--- config.mk ---
export PLATFORM = sky130hd
export DESIGN_NAME = base64_custom_alphabet_decoder_unit
export DESIGN_NICKNAME = d
export VERILOG_FILES = /design/src/hw/rtl/b64d_pkg.sv /design/src/hw/rtl/base64_custom_alphabet_decoder_unit.sv
export SDC_FILE = /design/constraint.sdc
export NUM_CORES = 1
export LEC_CHECK = 0
export ABC_AREA = 1
export BUFFER_PORTS_ARGS = -buffer_cell sky130_fd_sc_hd__buf_2
export CAP_MARGIN = 20
export CORE_ASPECT_RATIO = 0.5
export CORE_UTILIZATION = 56
export CTS_CLUSTER_SIZE = 16
export DETAILED_ROUTE_END_ITERATION = 10
export PLACE_DENSITY = 0.78
export SLEW_MARGIN = 10
export SYNTH_ARGS = -nofsm -noshare
export SYNTH_HDL_FRONTEND = slang
export SYNTH_SLANG_ARGS = --single-unit
--- constraint.sdc ---
create_clock -name clk -period 4.8 [get_ports clk]
set_input_delay 0 -clock clk [delete_from_list [all_inputs] [get_ports clk]]
set_output_delay 0 -clock clk [all_outputs]
set_load 0.05 [all_outputs]
--- src/hw/rtl/b64d_pkg.sv ---
// shared types, constants and the alphabet lookup for the base64 decoder
`timescale 1ns / 1ps

package b64d_pkg;

  // result status carried on every result transaction
  typedef enum logic [1:0] {
    OUT_RUN  = 2'd0,
    OUT_DONE = 2'd1,
    OUT_BAD  = 2'd2
  } outcome_t;

  localparam logic [7:0]  PAD_CHAR  = 8'h3D;
  localparam logic [23:0] COUNT_MAX = 24'hFF_FFFF;
  localparam logic [6:0]  NOT_FOUND = 7'd64;

  // character to sextet; NOT_FOUND (bit 6 set) when outside the alphabet
  function automatic logic [6:0] sym_decode(input logic [7:0] ch);
    logic [6:0] idx;
    case (ch)
      8'h54: idx = 7'd0;   // T
      8'h52: idx = 7'd1;   // R
      8'h4F: idx = 7'd2;   // O
      8'h4E: idx = 7'd3;   // N
      8'h50: idx = 7'd4;   // P
      8'h4C: idx = 7'd5;   // L
      8'h41: idx = 7'd6;   // A
      8'h59: idx = 7'd7;   // Y
      8'h67: idx = 7'd8;   // g
      8'h42: idx = 7'd9;   // B
      8'h6A: idx = 7'd10;  // j
      8'h47: idx = 7'd11;  // G
      8'h56: idx = 7'd12;  // V
      8'h35: idx = 7'd13;  // 5
      8'h6C: idx = 7'd14;  // l
      8'h58: idx = 7'd15;  // X
      8'h55: idx = 7'd16;  // U
      8'h37: idx = 7'd17;  // 7
      8'h72: idx = 7'd18;  // r
      8'h39: idx = 7'd19;  // 9
      8'h74: idx = 7'd20;  // t
      8'h32: idx = 7'd21;  // 2
      8'h51: idx = 7'd22;  // Q
      8'h66: idx = 7'd23;  // f
      8'h6D: idx = 7'd24;  // m
      8'h4B: idx = 7'd25;  // K
      8'h6F: idx = 7'd26;  // o
      8'h43: idx = 7'd27;  // C
      8'h38: idx = 7'd28;  // 8
      8'h30: idx = 7'd29;  // 0
      8'h45: idx = 7'd30;  // E
      8'h46: idx = 7'd31;  // F
      8'h34: idx = 7'd32;  // 4
      8'h77: idx = 7'd33;  // w
      8'h71: idx = 7'd34;  // q
      8'h76: idx = 7'd35;  // v
      8'h64: idx = 7'd36;  // d
      8'h31: idx = 7'd37;  // 1
      8'h4D: idx = 7'd38;  // M
      8'h36: idx = 7'd39;  // 6
      8'h57: idx = 7'd40;  // W
      8'h48: idx = 7'd41;  // H
      8'h4A: idx = 7'd42;  // J
      8'h28: idx = 7'd43;  // (
      8'h70: idx = 7'd44;  // p
      8'h79: idx = 7'd45;  // y
      8'h78: idx = 7'd46;  // x
      8'h44: idx = 7'd47;  // D
      8'h5A: idx = 7'd48;  // Z
      8'h62: idx = 7'd49;  // b
      8'h29: idx = 7'd50;  // )
      8'h61: idx = 7'd51;  // a
      8'h69: idx = 7'd52;  // i
      8'h63: idx = 7'd53;  // c
      8'h6B: idx = 7'd54;  // k
      8'h33: idx = 7'd55;  // 3
      8'h73: idx = 7'd56;  // s
      8'h53: idx = 7'd57;  // S
      8'h6E: idx = 7'd58;  // n
      8'h49: idx = 7'd59;  // I
      8'h7A: idx = 7'd60;  // z
      8'h68: idx = 7'd61;  // h
      8'h65: idx = 7'd62;  // e
      8'h75: idx = 7'd63;  // u
      default: idx = NOT_FOUND;
    endcase
    return idx;
  endfunction

  // saturating add of a small byte count
  function automatic logic [23:0] sat_add(input logic [23:0] cnt, input logic [1:0] n);
    logic [24:0] s;
    s = {1'b0, cnt} + {23'd0, n};
    return s[24] ? COUNT_MAX : s[23:0];
  endfunction

endpackage

--- src/hw/rtl/base64_custom_alphabet_decoder_unit.sv ---
// top level of the streaming base64 decoder over a permuted alphabet
`timescale 1ns / 1ps

// usage:
//   input channel: one text character per transaction (in_symbol), or an
//   end-of-text mark (in_end_of_text = 1) that closes the message; the next
//   transaction then starts a new message.
//   result channel: zero to three transactions per input transaction; each
//   carries a decoded byte or a bare status, the running byte count of the
//   message and out_last on the final result of that input transaction.
//   results of an input are registered and appear in the cycle after it is accepted.
//   throughput: one input per cycle while each input gives at most one
//   result and the result side does not stall; an input that completes a
//   group holds the input side until the last of its bytes (one to three)
//   leaves, since the result register sends at most one byte per cycle.
//   characters after the end of a message and an end-of-text mark after such
//   an end give no result and are taken whenever the input side is free.
//   reset clears the decoder state and empties the result register.
//   stall on the result side holds the current result; the input side takes
//   a new transaction as long as the result register is empty or its final
//   result leaves in the same cycle.
module base64_custom_alphabet_decoder_unit
  import b64d_pkg::*;
(
  input  logic        clk,
  input  logic        rst_n,
  input  logic        in_valid,
  output logic        in_stall,
  input  logic [7:0]  in_symbol,
  input  logic        in_end_of_text,
  output logic        out_valid,
  input  logic        out_stall,
  output logic [7:0]  out_data_byte,
  output logic        out_has_data,
  output logic [1:0]  out_outcome,
  output logic [23:0] out_bytes_decoded,
  output logic        out_last
);

  // decoder state
  logic [1:0]  group_pos_r, group_pos_nxt;
  logic [17:0] acc_r, acc_nxt;
  logic        third_pad_r, third_pad_nxt;
  logic        finished_r, finished_nxt;
  logic [23:0] byte_count_r, byte_count_nxt;

  // result register: a batch of up to three results
  logic [1:0]  rem_r, rem_nxt;
  logic [23:0] word_r, word_nxt;
  logic        has_r, has_nxt;
  outcome_t    outcome_r, outcome_nxt;
  logic [23:0] cnt_r, cnt_nxt;

  // per-item decode
  logic [6:0]  lk;
  logic        is_pad;
  logic        sym_ok;
  logic [5:0]  sx;
  logic        gen;
  logic        bad;
  logic [23:0] ld_word;
  logic [1:0]  ld_n;
  logic        ld_has;
  outcome_t    ld_outcome;

  logic in_acc;
  logic out_acc;

  assign out_valid = (rem_r != 2'd0);
  assign out_last  = (rem_r == 2'd1);
  assign out_acc   = out_valid && !out_stall;
  // free when empty or when the final result of the batch leaves now
  assign in_stall  = out_valid && !(out_last && !out_stall);
  assign in_acc    = in_valid && !in_stall;

  assign out_data_byte     = word_r[23:16];
  assign out_has_data      = has_r;
  assign out_outcome       = outcome_r;
  assign out_bytes_decoded = cnt_r;

  assign lk     = sym_decode(in_symbol);
  assign is_pad = (in_symbol == PAD_CHAR);
  assign sym_ok = !is_pad && !lk[6];
  assign sx     = lk[5:0];

  // next decoder state and the batch this item produces
  always_comb begin
    group_pos_nxt  = group_pos_r;
    acc_nxt        = acc_r;
    third_pad_nxt  = third_pad_r;
    finished_nxt   = finished_r;
    byte_count_nxt = byte_count_r;
    gen            = 1'b0;
    bad            = 1'b0;
    ld_word        = 24'd0;
    ld_n           = 2'd1;
    ld_has         = 1'b0;
    ld_outcome     = OUT_RUN;
    if (in_end_of_text) begin
      if (!finished_r) begin
        gen        = 1'b1;
        ld_outcome = (group_pos_r == 2'd0) ? OUT_DONE : OUT_BAD;
      end
      group_pos_nxt  = 2'd0;
      acc_nxt        = 18'd0;
      third_pad_nxt  = 1'b0;
      finished_nxt   = 1'b0;
      byte_count_nxt = 24'd0;
    end else if (!finished_r) begin
      case (group_pos_r)
        2'd0: begin
          gen = 1'b1;
          if (!sym_ok) begin
            // quiet end of message
            finished_nxt = 1'b1;
            ld_outcome   = OUT_DONE;
          end else begin
            acc_nxt       = {12'd0, sx};
            group_pos_nxt = 2'd1;
          end
        end
        2'd1: begin
          if (!sym_ok) begin
            bad = 1'b1;
          end else begin
            gen           = 1'b1;
            acc_nxt       = {acc_r[11:0], sx};
            group_pos_nxt = 2'd2;
          end
        end
        2'd2: begin
          if (is_pad) begin
            gen           = 1'b1;
            third_pad_nxt = 1'b1;
            acc_nxt       = {acc_r[11:0], 6'd0};
            group_pos_nxt = 2'd3;
          end else if (!sym_ok) begin
            bad = 1'b1;
          end else begin
            gen           = 1'b1;
            acc_nxt       = {acc_r[11:0], sx};
            group_pos_nxt = 2'd3;
          end
        end
        default: begin
          if (is_pad) begin
            // padded group closes the message
            gen          = 1'b1;
            ld_word      = {acc_r, 6'd0};
            ld_n         = third_pad_r ? 2'd1 : 2'd2;
            ld_has       = 1'b1;
            ld_outcome   = OUT_DONE;
            finished_nxt = 1'b1;
          end else if (third_pad_r || !sym_ok) begin
            bad = 1'b1;
          end else begin
            gen        = 1'b1;
            ld_word    = {acc_r, sx};
            ld_n       = 2'd3;
            ld_has     = 1'b1;
            ld_outcome = OUT_RUN;
          end
          if (gen) begin
            group_pos_nxt  = 2'd0;
            acc_nxt        = 18'd0;
            third_pad_nxt  = 1'b0;
            byte_count_nxt = sat_add(byte_count_r, ld_n);
          end
        end
      endcase
      if (bad) begin
        gen          = 1'b1;
        finished_nxt = 1'b1;
        ld_outcome   = OUT_BAD;
      end
    end
  end

  // result register update: load a new batch or step through the current one
  always_comb begin
    rem_nxt     = rem_r;
    word_nxt    = word_r;
    has_nxt     = has_r;
    outcome_nxt = outcome_r;
    cnt_nxt     = cnt_r;
    if (in_acc && gen) begin
      rem_nxt     = ld_n;
      word_nxt    = ld_word;
      has_nxt     = ld_has;
      outcome_nxt = ld_outcome;
      cnt_nxt     = ld_has ? sat_add(byte_count_r, 2'd1) : byte_count_r;
    end else if (out_acc) begin
      rem_nxt = rem_r - 2'd1;
      if (!out_last) begin
        word_nxt = {word_r[15:0], 8'd0};
        cnt_nxt  = sat_add(cnt_r, 2'd1);
      end
    end
  end

  always_ff @(posedge clk) begin
    if (!rst_n) begin
      group_pos_r  <= 2'd0;
      acc_r        <= 18'd0;
      third_pad_r  <= 1'b0;
      finished_r   <= 1'b0;
      byte_count_r <= 24'd0;
      rem_r        <= 2'd0;
    end else begin
      if (in_acc) begin
        group_pos_r  <= group_pos_nxt;
        acc_r        <= acc_nxt;
        third_pad_r  <= third_pad_nxt;
        finished_r   <= finished_nxt;
        byte_count_r <= byte_count_nxt;
      end
      rem_r <= rem_nxt;
    end
  end

  // payload, no reset
  always_ff @(posedge clk) begin
    word_r    <= word_nxt;
    has_r     <= has_nxt;
    outcome_r <= outcome_nxt;
    cnt_r     <= cnt_nxt;
  end

endmodule

# Word level (Yosys, flattened, before mapping)
# Memory sizes are Yosys's and may differ from the RTL's.
# Cells that the tools add are included.
dict set report op_classes {
  add_sub_neg 4
  multipliers 0
  div_mod_pow 0
  magnitude_cmp 0
  n_eq_ne 12
  n_shift 0
  mux 86
  bitwise_logic 0
  reduce_logical 27
}
# op n
set ops {}
lappend ops {{$mux 24} 19}
lappend ops {{$mux 18} 6}
lappend ops {{$pmux 18 s3} 1}
lappend ops {{$add 24x1->25 const B} 2}
lappend ops {{$mux 2} 23}
lappend ops {{$mux 1} 30}
lappend ops {{$add 24x2->25} 1}
lappend ops {{$ne 3x3->1 const B} 3}
lappend ops {{$eq 8x6->1 const B} 1}
lappend ops {{$reduce_and 4->1} 2}
lappend ops {{$mux 7} 1}
lappend ops {{$logic_and 1x1->1} 6}
lappend ops {{$logic_not 1->1} 6}
lappend ops {{$ne 2x1->1 const B} 3}
lappend ops {{$pmux 1 s2} 3}
lappend ops {{$pmux 1 s3} 2}
lappend ops {{$pmux 2 s3} 1}
lappend ops {{$reduce_and 6->1} 1}
lappend ops {{$reduce_bool 2->1} 3}
lappend ops {{$reduce_and 5->1} 1}
lappend ops {{$reduce_bool 5->1} 1}
lappend ops {{$eq 2x1->1 const B} 2}
lappend ops {{$ne 4x4->1 const B} 1}
lappend ops {{$reduce_or 2->1} 2}
lappend ops {{8 further kinds} 8}
dict set report word_totals {
  reg_bits 99
  latch_bits 0
  ram_bits 0
  mem_bits_ro 896
  inputBits 13
  wordCells 140
  mem_count 1
}
# name words word_bits rd rd_ports_with_merged_regs write_ports line_no
set memory_table {}
lappend memory_table {{(no name shown)} 128 7 1 0 0 b64d_pkg.sv:20} ;# case (ch)

# Depth between registers and ports, before layout
# Gate-level depths: netlist of run 1.
# An unclocked memory read counts as a cell.
dict set report logic_depth {
  depth_word 18
  ltp_mapped 20
}

# Worst setup path before layout of run 1
# No wires, ideal clock.
dict set report synth_path {
  kind {register to register}
  start {register rem_r[1]}
  end {register cnt_r[0], in the netlist out_bytes_decoded[0], enable pin}
  setup_time_ps 525
  t_arrival_ps 4412
  t_required_ps 4275
  setup_slack_ps -137
  path_stages_with_launch 4
  path_buffers 0
  synth_period_minus_slack_ps 4937
  cell_sequence {dfxtp_1 > inv_1 > ha_1 > o31ai_1}
}
dict set report synth_via {
  elab_chain_len 9
  elab_cells_between_ends 12
}
# item line_no
set synth_lines {}
lappend synth_lines {{start: declaration} base64_custom_alphabet_decoder_unit.sv:48} ;# logic [1:0] rem_r, rem_nxt;
lappend synth_lines {{start signal: assignment} base64_custom_alphabet_decoder_unit.sv:217} ;# rem_r <= rem_nxt;
lappend synth_lines {{$eq 2x1->1 *} base64_custom_alphabet_decoder_unit.sv:70} ;# assign out_last = (rem_r == 2'd1);
lappend synth_lines {{net out_last} base64_custom_alphabet_decoder_unit.sv:37} ;# output logic out_last
lappend synth_lines {{$logic_and 1x1->1} base64_custom_alphabet_decoder_unit.sv:73} ;# assign in_stall = out_valid && !(out_last && !out_stall);
lappend synth_lines {{$logic_not 1->1} base64_custom_alphabet_decoder_unit.sv:73}
lappend synth_lines {{$logic_and 1x1->1} base64_custom_alphabet_decoder_unit.sv:73}
lappend synth_lines {{$logic_not 1->1} base64_custom_alphabet_decoder_unit.sv:74} ;# assign in_acc = in_valid && !in_stall;
lappend synth_lines {{$logic_and 1x1->1} base64_custom_alphabet_decoder_unit.sv:74}
lappend synth_lines {{$logic_and 1x1->1} base64_custom_alphabet_decoder_unit.sv:186} ;# if (in_acc && gen) begin
lappend synth_lines {{$ne 2x1->1 (no line) / $reduce_bool 2->1 (equally long branches)} --}
lappend synth_lines {{$reduce_and 2->1 (no line) *} --}
lappend synth_lines {{end signal: assignment} base64_custom_alphabet_decoder_unit.sv:226} ;# cnt_r <= cnt_nxt;
lappend synth_lines {{end: declaration} base64_custom_alphabet_decoder_unit.sv:52} ;# logic [23:0] cnt_r, cnt_nxt;
# The timed path passes the listed nets; every way through them passes the cells marked *.
# A chain may end at the register's enable or synchronous reset.

# Worst setup path in the final report of run 1
dict set report layout_path {
  start {register rem_r[0]}
  end {register word_r[0] (data pin)}
}
dict set report layout_via {
  elab_chain_len 8
  elab_cells_between_ends 9
}
# item line_no
set layout_lines {}
lappend layout_lines {{$eq 2x1->1} base64_custom_alphabet_decoder_unit.sv:70}
lappend layout_lines {{$logic_and 1x1->1} base64_custom_alphabet_decoder_unit.sv:73}
lappend layout_lines {{$logic_not 1->1} base64_custom_alphabet_decoder_unit.sv:73}
lappend layout_lines {{$logic_and 1x1->1 *} base64_custom_alphabet_decoder_unit.sv:73}
lappend layout_lines {{$logic_not 1->1 *} base64_custom_alphabet_decoder_unit.sv:74}
lappend layout_lines {{$logic_and 1x1->1 *} base64_custom_alphabet_decoder_unit.sv:74}
lappend layout_lines {{$logic_and 1x1->1 *} base64_custom_alphabet_decoder_unit.sv:186}
lappend layout_lines {{$mux 24 *} base64_custom_alphabet_decoder_unit.sv:186}
lappend layout_lines {{end signal: assignment} base64_custom_alphabet_decoder_unit.sv:223} ;# word_r <= word_nxt;
lappend layout_lines {{end: declaration} base64_custom_alphabet_decoder_unit.sv:49} ;# logic [23:0] word_r, word_nxt;
# Mark *: on every way between the ends. The rest lies on a longest branch, timed or not.

==> results of run 1 <==
==> power by group through the flow <==
stage,sequential [mW],clock (mW),combinational [mW]
final,1.47,0.760,1.80
after global routing,1.50,0.794,1.94
after detailed placement,1.49,0,1.78
after global placement,1.48,0,1.77
after floorplan,1.84,0,1.03
after CTS,1.47,0.768,1.79
==> final cells by class <==
cell class | count | area (um2) | share of cell area
Clock buffer | 9 | 225 | 0.0279
Clock inverter | 7 | 91.3 | 0.0113
Inverter | 116 | 440 | 0.0546
Multi-Input combinational cell | 856 | 4310 | 0.534
Sequential cell | 99 | 2490 | 0.309
Tap cell | 170 | 213 | 0.0264
Timing Repair Buffer | 55 | 293 | 0.0363
==> worst min-delay path by stage <==
stage,to,slack [ps],cells after the start
2_1_floorplan,finished_r,130,2
3_3_place_gp,finished_r,300,3
3_5_place_dp,third_pad_r,290,3
4_1_cts,acc_r[1],130,6
5_1_grt,word_r[19],170,2
6_report,acc_r[3],140,6
==> flip-flops by register name (all words and copies together) (netlist names) <==
register,count
acc_r,18
byte_count_r,24
finished_r,1
group_pos_r,2
out_bytes_decoded,24
out_has_data,1
out_outcome,2
rem_r,2
third_pad_r,1
word_r,24
==> metrics by stage <==
| step | power, mW | hold WS (ps) | std cells | area, um2 | utilization |
|---|---|---|---|---|---|
| 2_1_floorplan | 2.88 | 125 | 1118 | 7520 | - |
| 3_3_place_gp | 3.25 | 296 | 1294 | 7720 | 0.600 |
| 3_5_place_dp | 3.27 | 295 | 1294 | 7720 | 0.600 |
| 4_1_cts | 4.03 | 133 | 1312 | 8060 | 0.626 |
| 5_1_grt | 4.23 | 165 | 1312 | 8060 | 0.626 |
| 6_report | 4.03 | 141 | 1312 | 8060 | 0.626 |
==> metal layers <==
metal,share of wire,vias to the layer above,global-route usage
met3,0.065,66,0.0493
met4,0.039,0,0.155
met2,0.47,337,0.524
met1,0.43,3411,0.380
met5,0,-,0
li1,-,3702,-
==> cells in the mapped netlist, drive strengths merged <==
library cell and instances:
inv 113, clkbuf 9, nand3b 4, nand3 83, a31oi 7, mux2i 1
o21ai 95, nor4 7, nand4 18, xor2 32, nor3 22, o211ai 4
dfxtp 48, xnor2 5, or2 7, clkinv 3, buf 38, edfxtp 51
nor2 93, nand2 374, o31ai 11, ha 20, fa 1, a21oi 72
==> logic make-up after synthesis <==
kind of cell	Yosys count	synth area share
adders and majority gates	21	0.0360
buffers and inverters	163	0.0982
xor gates and xnor gates	37	0.0431
muxes	1	0.00133
DFF	99	0.332
and+or+nand+nor	608	0.357
AOI/OAI and AO/OA	189	0.133
==> worst max-delay path, stage by stage (launching register included) <==
cell	delay, ps
dfxtp_1	390
ha_1	280
nand2_1	80
nand2_1	80
nand2_1	50
inv_1	80
nand2_1	100
inv_1	160
o21ai_4	70
buf_4	290
inv_2	630
nand4_1	150
inv_1	170
nand3_1	210
a21oi_1	180
==> out/qor.yml, run 1 <==
outcome: "finished with violations"
violations: "design-rule violations"
dr.pass1.iters: 8
initial_core_util: 0.583
drt-total-wl_mm: 21.0
ant_nets: 0
cts_sinks: 99
finalHoldViolCount: 0
hpwl_mm: 15.4
layout_commonest_cell: "nand2_1"
n_antenna_cell: 0
antenna_found_initial: 0
clkLatencyLatePin_ps: 370
tightestPinTransition_ps: 956
grt_pass1_vias: 7006
fillers: 1196
post-cts-setup-buffers: 0
grt_max_degree: 50
cp_max_fo: 47
cts_buffers: 9
max-vdd-ir-drop_mv: 0.272
r2r_start: "rem_r[0]"
drc: 5
synth-seq-area-share: 0.332
cp-startpoint: "rem_r[0]"
path_class: "register to register"
wl_per_cell_um: 16.0
die_x_um: 166
track_usage: 0.307
syn_nets: 1152
place_congestion: 1.00
clkPwrFrac: 0.189
rsz0062_at_grt: "false"
seqPwrFrac: 0.365
slew_viol_final: 0
power_frac_comb: 0.446
leakage_nw: 3.47
hold_start: "in_symbol[7]"
clk_path_buf_depth: 2
netlist_instances: 1118
reg2regPathDepth: 14
internal-power_mw: 2.06
areaGrowthSynthToFinish_pct: 7.26
synth_area_per_cell_um2: 6.72
power_density_nw_per_um2: 500
r2r_setup_slack_ps: 1710
syn_area_um2: 7510
setup_viol: 0
p_sw_frac: 0.489
h-tree-depth: 3
cap_violations: 0
clkTransAtPathRegs_ps: 90
startpoint_type: "register"
crit_path_end: "word_r[0]"
cp-end-kind: "register"
ios: 51
relSlewSlack: 0.358
port_buffers: 50
min-delay-path-class: "input pin to register"
synth_cell_types: 43
via_per_inst: 5.73
cts-resized-gates: 0
die_h_um: 83.9
rows: 29
synth_top_area_frac: 0.204
drive_gt1_frac: 0.102
ctsHoldBuffers: 2
clock-root-buffer: "clkbuf_16"
synth_top_cell_by_area: "edfxtp_1"
core_region_area_um2: 12900
synth_warnings: 0
cts_tree: "built"
p_switching_mw: 1.97
final_nets: 1171
finalCriticalPeriod_ps: 3090
dp_slack_ps: 1680
synthTopCellsByArea: "edfxtp_1 20%, nand2_1 18%, dfxtp_1 13%"
period_share: 0.643
grt_remaining_overflow: 0
vias: 7516
final_cell_mix: "364 x nand2_1, 105 x inv_1, 82 x nor2_1, 79 x o21ai_0, 78 x nand3_1"
required_ps: 5020
layout_setup_ws_ps: 1710
ys_ff_latch: 99
arrival_ps: 3310
grt_pass1_wl_mm: 34.1
tns_ps: 0
fmax_mhz: 324
rr_endpoint: "word_r[0]"
drt_iter0_markers: 856
clock_skew_ps: 13.7
dieArea_um2: 13900
(Power assumes the default switching activity.)
==> inputs of run 2 (changes only) <==
Settings changed: ABC_AREA 1 to 0, CORE_UTILIZATION 56 to 61, PLACE_DENSITY 0.78 to 0.81.
Clock period 4.8 ns to 3 ns, I/O delays scaled along.
==> out/qor.yml, run 2 <==
drt_iter0_markers: 531
leakage_nw: 2.70
synthTopCellsByArea: "edfxtp_1 23%, dfxtp_1 14%, nor2_1 3.8%"
dp_slack_ps: 34.5
slew_viol_final: 0
post-cts-setup-buffers: 0
cp_num_buf_inv: 3
r2r_start: "group_pos_r[0]"
path_class: "register to register"
vias: 6155
rsz0062_at_grt: "false"
synth_most_common_cell: "nor2_1"
slowest_stage: "or3_1"
clkTransAtPathRegs_ps: 70
outcome: "finished, final reports clean"
drt-total-wl_mm: 17.2
layout_commonest_cell: "nor2_1"
drc: 0
power_density_nw_per_um2: 647
dr.pass1.iters: 5
syn_area_um2: 6770
r2r_setup_slack_ps: 130
synthArstFlopShare: 0
die_x_um: 151
synth_enable_flop_cells: 51
cpPeakStageDelay_ps: 480
placed_cell_area_um2: 7190
synth_warnings: 0
syn_nets: 795
reg2regPathDepth: 8
wl_per_cell_um: 18.1
tns_ps: 0
finalCriticalPeriod_ps: 2870
cts_tree: "built"
min-delay-path-class: "input pin to register"
grt_max_degree: 49
required_ps: 3090
cts_sinks: 99
final_nets: 837
ant_nets: 0
n_antenna_cell: 0
cp_cell_sequence: "inv_1 > ha_1 > or3_1 > o31ai_4 > inv_2 > a31oi_2 > buf_4 > a22oi_1"
synth_ff_type: "edfxtp_1"
synth-seq-area-share: 0.368
areaGrowthSynthToFinish_pct: 11.2
total_power_mw: 4.87
via_per_inst: 6.49
tightestPinTransition_ps: 767
relSlewSlack: 0.486
rows: 26
hold_depth: 3
grt_pass1_wl_mm: 28.3
startpoint_type: "register"
clock_skew_ps: 7.95
rr_endpoint: "out_bytes_decoded[0]"
synth_cell_types: 82
postLayoutCoreUtil: 0.717
stdcell_area_um2: 7530
grt_pass1_vias: 5851
final_cell_mix: "69 x nor2_1, 67 x nand2_1, 51 x edfxtp_1, 50 x buf_2, 48 x dfxtp_1"
initial_core_util: 0.644
period_share: 0.955
synth_top_area_frac: 0.226
grt_remaining_overflow: 0
place_congestion: 1.03
netlist_instances: 761
cpLargestDelayFamily: "compound AO/OA/AOI/OAI gates"
ios: 51
synth_area_per_cell_um2: 8.90
drive_gt1_frac: 0.167
worstHoldEndpoint: "out_outcome[0]"
synth_common_cells: "69 x nor2_1, 67 x nand2_1, 51 x edfxtp_1"
antenna_found_initial: 0
cts_buffers: 9
clk_path_buf_depth: 2
die_h_um: 76.5
h-tree-depth: 3
track_usage: 0.308
layout_setup_ws_ps: 134
cp-end-kind: "register"
arrival_ps: 2960
fmax_mhz: 349
port_buffers: 50
dieArea_um2: 11600
cp_max_fo: 8
clkLatencyLatePin_ps: 350
setup_viol: 0
max-vdd-ir-drop_mv: 0.314
synth_top_cell_by_area: "edfxtp_1"
clock-root-buffer: "clkbuf_16"
ys_ff_latch: 99
core_region_area_um2: 10500
cap_violations: 0
hold_start: "in_end_of_text"
finalHoldViolCount: 0
hpwl_mm: 12.3
## run 2: changes by cell type after synthesis, moves of 14 or more
| cell | before | now |
|---|---|---|
| nand2_1 | 364 | 67 |
| inv_1 | 105 | 28 |
| nand3_1 | 78 | 29 |
| a21oi_1 | 72 | 31 |
| o21ai_0 | 79 | 46 |
| a22oi_1 | 0 | 22 |
| a22o_1 | 0 | 21 |
| xnor2_1 | 5 | 20 |
| o2bb2ai_1 | 0 | 14 |
## run 2: what timing repair did
item | 4_1_cts | 5_1_grt
hold endpoints to repair | 3 | 0
gates resized for setup | 0 | 1
hold buffers | 1 | 0
endpoints found under the setup margin | 0 | 12
## run 2: cell families (layout without fill, tap and decap cells)
group	Yosys count	count (layout)	synth area share
buffers and inverters	85	132	0.0606
xor gates and xnor gates	42	42	0.0543
DFF	99	99	0.368
muxes	13	13	0.0240
and+or+nand+nor	266	266	0.203
adders and majority gates	21	21	0.0399
AOI/OAI and AO/OA	235	235	0.251
## run 2: where the power goes
group	total, mW	internal [mW]	leakage [nW]	switching (mW)
Combinational	1.69	0.482	1.66	1.21
Sequential	1.94	1.77	0.887	0.173
Clock	1.24	0.696	0.156	0.543
Total	4.87	2.95	2.70	1.92
## run 2: worst max path at each step
stage / startpoint / endpoint / slack, ps / cells past startpoint
global route: group_pos_r[0] / out_bytes_decoded[12] / 10 / 8
finish: group_pos_r[0] / out_bytes_decoded[0] / 130 / 8
floorplan: in_symbol[2] / byte_count_r[19] / 110 / 13
detailed placement: in_symbol[0] / byte_count_r[19] / 30 / 13
CTS: group_pos_r[0] / out_bytes_decoded[19] / 40 / 8
global placement: group_pos_r[0] / out_bytes_decoded[19] / 120 / 8
## run 2: area by class of cell
class | count | area, um2
flip-flops and latches | 99 | 2490
clock inverters | 4 | 33.8
fillers | 805 | 2980
multi-input cells | 577 | 3900
well taps | 140 | 175
inverters | 31 | 121
clock buffers | 12 | 289
repair buffers | 85 | 515
## run 2: stage by stage
stage | cells | hold WS (ps)
floorplan | 761 | 302
global placement | 931 | 345
detailed placement | 931 | 352
CTS | 948 | 131
global route | 948 | 167
finish | 948 | 145
## run 2: per-layer routing
layer  GRT usage  up-vias  routed length, um
li1            -     2921                  -
met1       0.397     2931               7590
met2       0.514      264               8060
met3      0.0629       39               1170
met4      0.0990        0                351
met5           0        -                  0
## run 2: tightest hold or removal path, stage by stage
cell	delay, ps
buf_2	170
nand2_1	100
a21oi_1	60
